==> src/atids_pkg.sv <==
// Package for the ordered table block: field widths, status and kind codes,
// and the sequencer state type. No dependencies.
`default_nettype none

package atids_pkg;

	localparam int DATA_W = 32;
	localparam int KIND_W = 2;
	localparam int SLOT_W = 7;
	localparam int STAT_W = 2;
	localparam int IDX_W  = 6;
	localparam int CNT_W  = 7;
	localparam int TOT_W  = 38;

	// request kinds; any other code is a search
	localparam logic [KIND_W-1:0] KIND_INS = 2'd0;
	localparam logic [KIND_W-1:0] KIND_DEL = 2'd1;

	// result status codes
	localparam logic [STAT_W-1:0] STAT_OK    = 2'd0;
	localparam logic [STAT_W-1:0] STAT_FULL  = 2'd1;
	localparam logic [STAT_W-1:0] STAT_RANGE = 2'd2;
	localparam logic [STAT_W-1:0] STAT_EMPTY = 2'd3;

	typedef enum logic [2:0] {
		ST_IDLE,
		ST_INS,
		ST_DEL_RD,
		ST_DEL_SUB,
		ST_DEL,
		ST_SCAN,
		ST_DONE
	} state_t;

endpackage

`default_nettype wire

==> src/atids_mem.sv <==
// Entry storage: one write port and one read port with registered read data.
// Depends on atids_pkg for the data width.
`default_nettype none

module atids_mem #(
	parameter int DEPTH = 64,
	parameter int AW    = 6
) (
	input  wire logic                         clk,
	input  wire logic                         wr_en,
	input  wire logic [AW-1:0]                wr_addr,
	input  wire logic [atids_pkg::DATA_W-1:0] wr_data,
	input  wire logic [AW-1:0]                rd_addr,
	output logic      [atids_pkg::DATA_W-1:0] rd_data
);

	logic [atids_pkg::DATA_W-1:0] mem_q [DEPTH];
	logic [atids_pkg::DATA_W-1:0] rd_data_q;

	// write port
	always_ff @(posedge clk) begin
		if (wr_en) begin
			mem_q[wr_addr] <= wr_data;
		end
	end

	// registered read port
	always_ff @(posedge clk) begin
		rd_data_q <= mem_q[rd_addr];
	end

	assign rd_data = rd_data_q;

endmodule

`default_nettype wire

==> src/array_table_insert_delete_search_top.sv <==
// Ordered table with insert, delete and linear search; top level.
// Depends on atids_pkg and atids_mem.
//
//  channel | signals                                   | direction
//  --------+-------------------------------------------+-----------
//  in      | in_valid/in_ready, kind, slot, item_data  | request in
//  out     | out_valid/out_ready, status, found,       | result out
//          | found_index, entry_count, smallest,       |
//          | largest, total                            |
//
// Each request runs through the one entry memory: an insert moves (count - slot)
// entries, a delete moves (count - slot - 1), then a scan over count entries
// computes min, max and the search hit.
// Reset clears the count and the sum; entries need no clearing pass.
// in_ready is high only while idle; a finished result waits in the output
// register and the next request is taken while it waits.
`default_nettype none

module array_table_insert_delete_search_top #(
	parameter int DEPTH = 64
) (
	input  wire logic                                clk,
	input  wire logic                                arst_n,
	input  wire logic                                in_valid,
	output logic                                     in_ready,
	input  wire logic        [atids_pkg::KIND_W-1:0] kind,
	input  wire logic        [atids_pkg::SLOT_W-1:0] slot,
	input  wire logic signed [atids_pkg::DATA_W-1:0] item_data,
	output logic                                     out_valid,
	input  wire logic                                out_ready,
	output logic             [atids_pkg::STAT_W-1:0] status,
	output logic                                     found,
	output logic             [atids_pkg::IDX_W-1:0]  found_index,
	output logic             [atids_pkg::CNT_W-1:0]  entry_count,
	output logic signed      [atids_pkg::DATA_W-1:0] smallest,
	output logic signed      [atids_pkg::DATA_W-1:0] largest,
	output logic signed      [atids_pkg::TOT_W-1:0]  total
);

	localparam int DW = atids_pkg::DATA_W;
	localparam int AW = $clog2(DEPTH);
	localparam int CW = $clog2(DEPTH + 1);
	localparam int SW = (CW > atids_pkg::SLOT_W) ? CW : atids_pkg::SLOT_W;
	localparam int IW = (AW > atids_pkg::IDX_W) ? AW : atids_pkg::IDX_W;
	localparam int TW = (DW + AW > atids_pkg::TOT_W) ? DW + AW : atids_pkg::TOT_W;

	atids_pkg::state_t state_q, next_state;

	// control registers
	logic [CW-1:0]        occ_q;
	logic signed [TW-1:0] tot_q;
	logic [CW-1:0]        ptr_q;
	logic                 pend_q;
	logic                 cval_q;
	logic                 out_valid_q;

	// payload registers
	logic [AW-1:0]                     waddr_q;
	logic [AW-1:0]                     cidx_q;
	logic [atids_pkg::KIND_W-1:0]      kind_q;
	logic [CW-1:0]                     slot_q;
	logic signed [DW-1:0]              data_q;
	logic [atids_pkg::STAT_W-1:0]      stat_q;
	logic                              found_q;
	logic [IW-1:0]                     fidx_q;
	logic signed [DW-1:0]              min_q;
	logic signed [DW-1:0]              max_q;
	logic [atids_pkg::STAT_W-1:0]      status_q;
	logic                              found_out_q;
	logic [atids_pkg::IDX_W-1:0]       found_index_q;
	logic [atids_pkg::CNT_W-1:0]       entry_count_q;
	logic signed [DW-1:0]              smallest_q;
	logic signed [DW-1:0]              largest_q;
	logic signed [atids_pkg::TOT_W-1:0] total_q;

	// memory port signals
	logic                 mem_we;
	logic [AW-1:0]        mem_waddr;
	logic [DW-1:0]        mem_wdata;
	logic [AW-1:0]        mem_raddr;
	logic [DW-1:0]        mem_rdata;
	logic signed [DW-1:0] rdata;

	logic [SW-1:0]                slot_ext;
	logic [SW-1:0]                occ_ext;
	logic [atids_pkg::STAT_W-1:0] acc_stat;
	logic                         in_accept;
	logic                         ins_more;
	logic                         walk_more;
	logic                         out_free;
	logic                         is_search;
	logic [CW-1:0]                ptr_dec;
	logic [CW-1:0]                ptr_inc;

	assign rdata     = $signed(mem_rdata);
	assign slot_ext  = SW'(slot);
	assign occ_ext   = SW'(occ_q);
	assign in_accept = in_valid && in_ready;
	assign ins_more  = (ptr_q > slot_q);
	assign walk_more = (ptr_q < occ_q);
	assign out_free  = !out_valid_q || out_ready;
	assign is_search = (kind_q != atids_pkg::KIND_INS) && (kind_q != atids_pkg::KIND_DEL);
	assign ptr_dec   = ptr_q - CW'(1);
	assign ptr_inc   = ptr_q + CW'(1);

	// request checks against the current count
	always_comb begin
		acc_stat = atids_pkg::STAT_OK;
		case (kind)
			atids_pkg::KIND_INS: begin
				if (occ_q == CW'(DEPTH)) begin
					acc_stat = atids_pkg::STAT_FULL;
				end else if (slot_ext > occ_ext) begin
					acc_stat = atids_pkg::STAT_RANGE;
				end
			end
			atids_pkg::KIND_DEL: begin
				if (occ_q == '0) begin
					acc_stat = atids_pkg::STAT_EMPTY;
				end else if (slot_ext >= occ_ext) begin
					acc_stat = atids_pkg::STAT_RANGE;
				end
			end
			default: begin
				if (occ_q == '0) begin
					acc_stat = atids_pkg::STAT_EMPTY;
				end
			end
		endcase
	end

	// next state
	always_comb begin
		next_state = state_q;
		case (state_q)
			atids_pkg::ST_IDLE: begin
				if (in_accept) begin
					if (acc_stat != atids_pkg::STAT_OK) begin
						next_state = atids_pkg::ST_SCAN;
					end else if (kind == atids_pkg::KIND_INS) begin
						next_state = atids_pkg::ST_INS;
					end else if (kind == atids_pkg::KIND_DEL) begin
						next_state = atids_pkg::ST_DEL_RD;
					end else begin
						next_state = atids_pkg::ST_SCAN;
					end
				end
			end
			atids_pkg::ST_INS: begin
				if (!ins_more && !pend_q) begin
					next_state = atids_pkg::ST_SCAN;
				end
			end
			atids_pkg::ST_DEL_RD:  next_state = atids_pkg::ST_DEL_SUB;
			atids_pkg::ST_DEL_SUB: next_state = atids_pkg::ST_DEL;
			atids_pkg::ST_DEL: begin
				if (!walk_more && !pend_q) begin
					next_state = atids_pkg::ST_SCAN;
				end
			end
			atids_pkg::ST_SCAN: begin
				if (!walk_more && !cval_q) begin
					next_state = atids_pkg::ST_DONE;
				end
			end
			atids_pkg::ST_DONE: begin
				if (out_free) begin
					next_state = atids_pkg::ST_IDLE;
				end
			end
			default: next_state = atids_pkg::ST_IDLE;
		endcase
	end

	// outputs of the sequencer: handshake and memory port
	always_comb begin
		in_ready  = 1'b0;
		mem_raddr = '0;
		mem_we    = pend_q;
		mem_waddr = waddr_q;
		mem_wdata = mem_rdata;
		case (state_q)
			atids_pkg::ST_IDLE: in_ready = 1'b1;
			atids_pkg::ST_INS: begin
				mem_raddr = ptr_dec[AW-1:0];
				// last step drops the new value into its slot
				if (!ins_more && !pend_q) begin
					mem_we    = 1'b1;
					mem_waddr = slot_q[AW-1:0];
					mem_wdata = data_q;
				end
			end
			atids_pkg::ST_DEL_RD: mem_raddr = slot_q[AW-1:0];
			atids_pkg::ST_DEL:    mem_raddr = ptr_q[AW-1:0];
			atids_pkg::ST_SCAN:   mem_raddr = ptr_q[AW-1:0];
			default: mem_raddr = '0;
		endcase
	end

	always_ff @(posedge clk or negedge arst_n) begin
		if (!arst_n) begin
			state_q <= atids_pkg::ST_IDLE;
		end else begin
			state_q <= next_state;
		end
	end

	// control path: count, sum, walk pointer, pipeline flags
	always_ff @(posedge clk or negedge arst_n) begin
		if (!arst_n) begin
			occ_q       <= '0;
			tot_q       <= '0;
			ptr_q       <= '0;
			pend_q      <= 1'b0;
			cval_q      <= 1'b0;
			out_valid_q <= 1'b0;
		end else begin
			// a taken result clears valid unless a new one loads this cycle
			if (out_valid_q && out_ready && state_q != atids_pkg::ST_DONE) begin
				out_valid_q <= 1'b0;
			end
			case (state_q)
				atids_pkg::ST_IDLE: begin
					if (in_accept) begin
						ptr_q  <= (acc_stat == atids_pkg::STAT_OK &&
						           kind == atids_pkg::KIND_INS) ? occ_q : '0;
						pend_q <= 1'b0;
						cval_q <= 1'b0;
					end
				end
				atids_pkg::ST_INS: begin
					if (ins_more) begin
						ptr_q  <= ptr_dec;
						pend_q <= 1'b1;
					end else begin
						pend_q <= 1'b0;
						if (!pend_q) begin
							occ_q  <= occ_q + CW'(1);
							tot_q  <= tot_q + {{(TW-DW){data_q[DW-1]}}, data_q};
							ptr_q  <= '0;
							cval_q <= 1'b0;
						end
					end
				end
				atids_pkg::ST_DEL_SUB: begin
					tot_q  <= tot_q - {{(TW-DW){rdata[DW-1]}}, rdata};
					ptr_q  <= slot_q + CW'(1);
					pend_q <= 1'b0;
				end
				atids_pkg::ST_DEL: begin
					if (walk_more) begin
						ptr_q  <= ptr_inc;
						pend_q <= 1'b1;
					end else begin
						pend_q <= 1'b0;
						if (!pend_q) begin
							occ_q  <= occ_q - CW'(1);
							ptr_q  <= '0;
							cval_q <= 1'b0;
						end
					end
				end
				atids_pkg::ST_SCAN: begin
					if (walk_more) begin
						ptr_q  <= ptr_inc;
						cval_q <= 1'b1;
					end else begin
						cval_q <= 1'b0;
					end
				end
				atids_pkg::ST_DONE: begin
					if (out_free) begin
						out_valid_q <= 1'b1;
					end
				end
				default: ;
			endcase
		end
	end

	// data path: request fields, scan results, result register
	always_ff @(posedge clk) begin
		case (state_q)
			atids_pkg::ST_IDLE: begin
				if (in_accept) begin
					kind_q  <= kind;
					slot_q  <= slot_ext[CW-1:0];
					data_q  <= item_data;
					stat_q  <= acc_stat;
					found_q <= 1'b0;
					fidx_q  <= '0;
					min_q   <= '0;
					max_q   <= '0;
				end
			end
			atids_pkg::ST_INS: begin
				if (ins_more) begin
					waddr_q <= ptr_q[AW-1:0];
				end
			end
			atids_pkg::ST_DEL: begin
				if (walk_more) begin
					waddr_q <= ptr_dec[AW-1:0];
				end
			end
			atids_pkg::ST_SCAN: begin
				if (walk_more) begin
					cidx_q <= ptr_q[AW-1:0];
				end
				// compare the entry read last cycle
				if (cval_q) begin
					if (cidx_q == '0) begin
						min_q <= rdata;
						max_q <= rdata;
					end else begin
						if (rdata < min_q) begin
							min_q <= rdata;
						end
						if (rdata > max_q) begin
							max_q <= rdata;
						end
					end
					if (is_search && !found_q && rdata == data_q) begin
						found_q <= 1'b1;
						fidx_q  <= IW'(cidx_q);
					end
				end
			end
			atids_pkg::ST_DONE: begin
				if (out_free) begin
					status_q      <= stat_q;
					found_out_q   <= found_q;
					found_index_q <= fidx_q[atids_pkg::IDX_W-1:0];
					entry_count_q <= occ_ext[atids_pkg::CNT_W-1:0];
					smallest_q    <= min_q;
					largest_q     <= max_q;
					total_q       <= tot_q[atids_pkg::TOT_W-1:0];
				end
			end
			default: ;
		endcase
	end

	atids_mem #(
		.DEPTH (DEPTH),
		.AW    (AW)
	) u_mem (
		.clk     (clk),
		.wr_en   (mem_we),
		.wr_addr (mem_waddr),
		.wr_data (mem_wdata),
		.rd_addr (mem_raddr),
		.rd_data (mem_rdata)
	);

	assign out_valid   = out_valid_q;
	assign status      = status_q;
	assign found       = found_out_q;
	assign found_index = found_index_q;
	assign entry_count = entry_count_q;
	assign smallest    = smallest_q;
	assign largest     = largest_q;
	assign total       = total_q;

endmodule

`default_nettype wire

==> config.mk <==
export PLATFORM = sky130hd
export DESIGN_NAME = array_table_insert_delete_search_top
export DESIGN_NICKNAME = d
export VERILOG_FILES = /design/src/atids_pkg.sv /design/src/atids_mem.sv /design/src/array_table_insert_delete_search_top.sv
export SDC_FILE = /design/constraint.sdc
export NUM_CORES = 2
export LEC_CHECK = 0
export BUFFER_PORTS_ARGS = -buffer_cell sky130_fd_sc_hd__buf_2
export CORE_UTILIZATION = 39
export CTS_CLUSTER_SIZE = 20
export DETAILED_ROUTE_END_ITERATION = 12
export GPL_TIMING_DRIVEN = 0
export PLACE_DENSITY = 0.63
export REMOVE_ABC_BUFFERS = 1
export SLEW_MARGIN = 20
export SYNTH_ARGS = -nofsm -noshare
export SYNTH_HDL_FRONTEND = slang
export SYNTH_HIERARCHICAL = 1
export SYNTH_SLANG_ARGS = --single-unit
==> constraint.sdc <==
create_clock -name clk -period 6.65 [get_ports clk]
set_input_delay 1.33 -clock clk [delete_from_list [all_inputs] [get_ports clk]]
set_output_delay 1.33 -clock clk [all_outputs]
set_load 0.005 [all_outputs]
Word-level counts from Yosys, hierarchy flattened
Memories as Yosys holds them, arrays and structs flattened. A register that Yosys moved wholly into a read port is not among the register bits.
Index checks and enable logic that the tools add are counted.
- bits in registers: 302
- RAM bits: 2048
- bits of input ports: 45
- output and inout port bits: 120
- word-level logic and storage cells: 179
- memories: 1
- add/subtract/negate cells: 7
- order comparisons: 6
- equal/unequal tests: 27
- muxes and demuxes: 70
- reductions and logical operators: 44
- memory list (name ; words ; bits a word ; rd ports ; clocked after memory_dff ; write ports ; RTL line ; RTL):
    u_mem.mem_q ; 64 ; 32 ; 1 ; 1 ; 1 ; atids_mem.sv:17 ; logic [atids_pkg::DATA_W-1:0] mem_q [DEPTH];
- operator list (operator ; count):
    $mux W32 ; 9
    $pmux W32 S2 ; 2
    $mux W38 ; 2
    $pmux W38 S2 ; 1
    $mux W7 ; 10
    $mux W6 ; 7
    $add A38 B38 Y38 ; 1
    $sub A38 B38 Y38 ; 1
    $pmux W7 S5 ; 1
    $eq A32 B32 Y1 ; 1
    $gt A32 B32 Y1 ; 1
    $lt A32 B32 Y1 ; 1
    $ne A2 B2 Y1 const B ; 14
    $mux W3 ; 8
    $pmux W6 S2 ; 2
    $add A7 B1 Y7 const B ; 3
    $pmux W3 S7 ; 1
    $pmux W6 S3 ; 1
    $mux W1 ; 16
    $reduce_and A4 Y1 ; 4
    $gt A7 B7 Y1 ; 2
    $pmux W7 S2 ; 1
    $sub A7 B1 Y7 const B ; 2
    $logic_and A1 B1 Y1 ; 10
    26 further kinds ; 53

Longest topological paths before layout
- depth after elaboration: 9
- depth in mapped cells: 21
- depth with buffers taken out: 21

Cells and area by module
The synthesis kept the hierarchy.
- by module, submodules not included (module ; times used ; cells an instance ; area an instance (µm²) ; seq. area each (µm²)):
    atids_mem ; 1 ; 3323 ; 78507.8 ; 62139.6
    array_table_insert_delete_search_top ; 1 ; 1494 ; 16638.5 ; 8748.4

Worst setup path after synthesis
OpenSTA, ideal clock, no wires.
- kind: reg-to-reg
- start point: reg ptr_q[5]
- end point: mem u_mem/mem_q[32][0] (netlist name), enable pin
- setup time: 0.461 ns
- data arrival time: 5.309 ns
- required time: 6.189 ns
- path slack: 0.880 ns
- cell stages (with the launch flop): 13
- buffers on the path: 2
- period minus slack after synthesis: 5.770 ns
- cell sequence: dfrtp_1 ha_1 a21o_1 a221o_1 o21ai_0 nand2_1 nor2_1 clkbuf_1 mux2_2 clkbuf_1 nor2_1 nand4b_1 nor3_1
- elaborated cells on any way between the ends: 9
- classes of those cells: order compare (1); mux (6); reduce/logical (2)
- RTL lines (what ; RTL line ; RTL):
    start, declared ; array_table_insert_delete_search_top.sv:52 ; logic [CW-1:0] ptr_q;
    start signal, assigned ; array_table_insert_delete_search_top.sv:225 ; ptr_q <= (acc_stat == atids_pkg::STAT_OK &&
    start signal, assigned ; array_table_insert_delete_search_top.sv:233 ; ptr_q <= ptr_dec;
    start signal, assigned ; array_table_insert_delete_search_top.sv:247 ; ptr_q <= slot_q + CW'(1);
    $gt A7 B7 Y1 ; array_table_insert_delete_search_top.sv:99 ; assign ins_more = (ptr_q > slot_q);
    $logic_not A1 Y1 ; array_table_insert_delete_search_top.sv:187 ; if (!ins_more && !pend_q) begin
    $logic_and A1 B1 Y1 ; array_table_insert_delete_search_top.sv:187 ;
    $mux W6 ; array_table_insert_delete_search_top.sv:187 ;
    $mux W6 ; array_table_insert_delete_search_top.sv:182 ; case (state_q)
    net mem_waddr[3] ; array_table_insert_delete_search_top.sv:78 ; logic [AW-1:0] mem_waddr;
    end, declared ; atids_mem.sv:17 ;
The timed path passes the listed nets, and every way through them passes these cells.

Worst setup path after layout
- start point: reg state_q[1]
- end point: reg u_mem.rd_data_q (netlist bit u_mem/rd_data[1]) (read register of u_mem.mem_q)
- word-level cells in the longest chain between the ends: 3
- elaborated cells on any way between the ends: 6
- classes of those cells: eq/ne (4); mux (1); reduce/logical (1)
- RTL lines (what ; RTL line ; RTL):
    start, declared ; array_table_insert_delete_search_top.sv:47 ; atids_pkg::state_t state_q, next_state;
    start signal, assigned ; array_table_insert_delete_search_top.sv:202 ; state_q <= atids_pkg::ST_IDLE;
    start signal, assigned ; array_table_insert_delete_search_top.sv:204 ; state_q <= next_state;
    $eq A3 B3 Y1 ; array_table_insert_delete_search_top.sv:182 ;
    $reduce_or A2 Y1 (no source line) ; n/a ;
    $pmux W6 S3 * ; array_table_insert_delete_search_top.sv:182 ;
    net mem_raddr[0] ; array_table_insert_delete_search_top.sv:80 ; logic [AW-1:0] mem_raddr;
    end, declared ; atids_mem.sv:18 ; logic [atids_pkg::DATA_W-1:0] rd_data_q;
The timed path passes the listed nets; every way through them passes the cells marked *.
A chain may end at the register's enable or synchronous reset.

==> metrics <==
status complete, no violations; synthesized flop and latch total 2381; worst hold path class in -> async; number of flops mapped to enable cells by yosys 2291; first-pass iteration count of the detailed router 6; fillers 19800; TritonCTS Sinks 2381; first-pass GRT wire length 349400 um; post-route non-filler standard cell count 8598; mux cell area share after synthesis 14.40%; I/O Pins 165; Final setup viols 0; register area 70890 um^2; Synth Area in Simple Gates 3.243%; Hold Vio Cnt, Final 0; Final Util 46.38%; Die Height 495.9 um; largest buffer count on any clock path 3; core area 241400 um^2; clk root buf clkbuf_16; Slowest-stage cell, CP dfrtp_2; crit path DAT 6.99 ns; CP Cell Sequence clkinv_1 -> nor2_2 -> a21oi_1 -> o21ai_4 -> buf_16 -> buf_16 -> buf_16 -> buf_8 -> buf_16 -> buf_16 -> buf_8 -> buf_16 -> buf_16 -> mux4_2 -> mux4_2 -> o22ai_1 -> nor2_1; Post-synth top cells 2291 x edfxtp_1, 544 x mux4_2, 211 x nor2_1; vias in the first global route 48990; worst-margin pin slew 1.149 ns; Tot GR Track Use 19.75%; Yosys top cell area share 72.31%; area leader, netlist edfxtp_1; die width 495.9 um; DR iter-0 viols 4912; dpl ws -0.2885 ns; gr ovfl total 0; Leak 36.20 nW; ys flop type edfxtp_1; dpl hpwl 160800 um; via/cell ratio 5.745; design area 112000 um^2; max incr delay on CP 0.69 ns; max_slew headroom 23.18%; H-tree Lvls 4; fin crit period 6.282 ns; highest routed layer met4; Layout area overhead 17.69%; Final Max Slew Viols 0; final wirelength 243500 um; ratio of final minimum period to clock period 94.47%; most common cell in the netlist edfxtp_1; Site Rows 180; most frequent CP cell buf_16; Max Cap Viol 0; final worst-path setup slack 0.3677 ns; sequential area share after synthesis 74.50%; Power Dens Cells 508.4 nW/um^2; vias 49400; setup bufs post-CTS 0; Clock Skews 0.06033 ns; critical path class reg -> reg; dpl cells 8171; clock-pin slew on the worst setup and hold paths 0.06 ns; Routed Antenna Nets 0; ranking of synthesized cells by area edfxtp_1 72%, mux4_2 13%, ha_1 1.7%; Detail Route met3 WL 19280 um; FMAX 0.1592 GHz; Avg Cell Area, Syn 19.75 um^2; Req. time, crit path 7.36 ns; Wirelength per Cell 28.32 um; largest net degree at the start of global routing 65; multi-input logic area 23570 um^2; Post-Synth Adder-Cell Area 1.738%; RSZ-0062 raised after global routing no; CP max FO 19; GP Congestion 0.8896; Syn. warnings 6; asr flop ratio synth 2.436%; Worst VDD drop 0.3109 mV; Post-Syn Area 95150 um^2; ratio of cells with drive above 1 in the final layout 26.20%; Synth Instances 4817; CTS tree yes; Residual DRC 0; die area 245900 um^2; antenna violations before repair 4; met2 wire length 115000 um; CTS Buf Count 222; Worst setup EP type flop; M1 wire length 100800 um; Cell Area, Placed 104800 um^2; Compound-Gate Fraction of Synth Area 3.553%; clk_lat worst skew 0.89 ns; Final #Nets 5386; Cell variety after synth 85; largest family of logic cells by synthesized area multiplexers; Initial Util 39.41%; startpoint class of the critical path flop; XOR/XNOR Fraction of Synth Area 1.031%; Port Buffers 164
critical path: cells and delay by family (launching register included):
| kind | cells | cell delay [ns] |
|---|---|---|
| buf+inv | 10 | 2.09 |
| mux | 2 | 1.11 |
| simple gates | 2 | 0.72 |
| compound gates | 3 | 1.40 |
| flops | 1 | 0.69 |
report_power, final:
| group | switching (mW) | internal [mW] | leakage [nW] |
|---|---|---|---|
| Combinational | 13.5 | 9.55 | 11.1 |
| Clock | 5.51 | 6.97 | 3.50 |
| Sequential | 0.974 | 20.4 | 21.6 |
| Total | 20.0 | 36.9 | 36.2 |
flip-flops by register name, summed over array words and instances (netlist names), 2 cells and up:
name	count
max_q	32
smallest	32
fidx_q	6
slot_q	7
waddr_q	6
state_q	3
min_q	32
found_index	6
stat_q	2
data_q	32
u_mem/mem_q	2048
u_mem/rd_data	32
occ_ext	7
largest	32
cidx_q	6
tot_q	38
entry_count	7
total	38
ptr_q	7
status	2
cell families after synthesis:
| kind of cell | after synthesis |
|---|---|
| DFF | 2381 |
| AOI/OAI and AO/OA | 535 |
| muxes | 684 |
| buffers and inverters | 335 |
| adders and majority gates | 131 |
| and+or+nand+nor | 639 |
| xor gates and xnor gates | 112 |
per-layer routing:
| metal | global-route usage (%) | up-vias |
|---|---|---|
| met5 | 0 | - |
| met4 | 6.831 | 0 |
| met1 | 27.53 | 26280 |
| li1 | - | 20590 |
| met2 | 31.48 | 2162 |
| met3 | 3.266 | 367 |
what timing repair did:
item                                    CTS  global route
pin swaps                                 0             0
endpoints found under the setup margin    7             2
cloned                                    0             0
hold endpoints to repair                  0             0
resized for setup                         1             1
hold buffers                              0             0
layout make-up:
cell class                      count  share of cell area (%)
Tap cell                         3185                   3.559
Inverter                          105                  0.3520
Clock inverter                    125                   1.048
Timing Repair Buffer              399                   5.319
Multi-Input combinational cell   2101                   21.05
Clock buffer                      293                   5.345
Sequential cell                  2381                   63.31
Antenna cell                        9                 0.02011
placed cells by master, fill, tap and decap left out, types with 12 or more instances in the layout:
cell type  instances
or3_1             12
inv_1            101
mux2i_1          102
o21ai_0          107
mux2_4            31
dfrtp_1           55
clkinv_1          43
and3_1            54
o22ai_1           90
clkinv_2          48
a22oi_1           16
buf_2            164
nor2_1           146
nand2b_1          18
a21oi_1          149
nor2b_1           27
buf_4             17
clkbuf_16        225
xnor2_1           55
buf_6             14
nor3_1            33
a21o_1            35
buf_12            57
bufinv_16         16
buf_8             27
nor2_4            64
dfxtp_1           32
nor4_1            14
o221ai_1          30
buf_16           120
xor2_1            57
mux4_2           544
nand4_1           27
edfxtp_1        2291
nand2_1          141
nand3_1           38
ha_1             129
o31ai_1           12
clkbuf_1          58
per-stage QoR:
step	hold slack (ns)	power (mW)	setup TNS, ns
final	0.2787	56.93	0
after global routing	0.2600	59.11	0
after CTS	0.2121	57.10	0
after detailed placement	0.4045	44.62	-0.6580
after global placement	0.4062	36.14	-
after floorplan	0.4003	32.60	-2061.57
worst paths after layout:
path	to	start	slack, ns	cells past startpoint
max reg2reg	u_mem/rd_data[1]$_DFF_P_	state_q[1]$_DFFE_PN0P_	0.37	17
max in group asynchronous	tot_q[26]$_DFFE_PN0P_	arst_n	5.76	2
min reg2reg	found_index[5]$_DFFE_PP_	fidx_q[5]$_SDFFCE_PN0P_	0.42	0
min in group clk	found_index[5]$_DFFE_PP_	fidx_q[5]$_SDFFCE_PN0P_	0.42	0
max	u_mem/rd_data[1]$_DFF_P_	state_q[1]$_DFFE_PN0P_	0.37	17
min	out_valid$_DFF_PN0_	arst_n	0.28	1
Note: power is estimated with default switching activity, not from simulation.
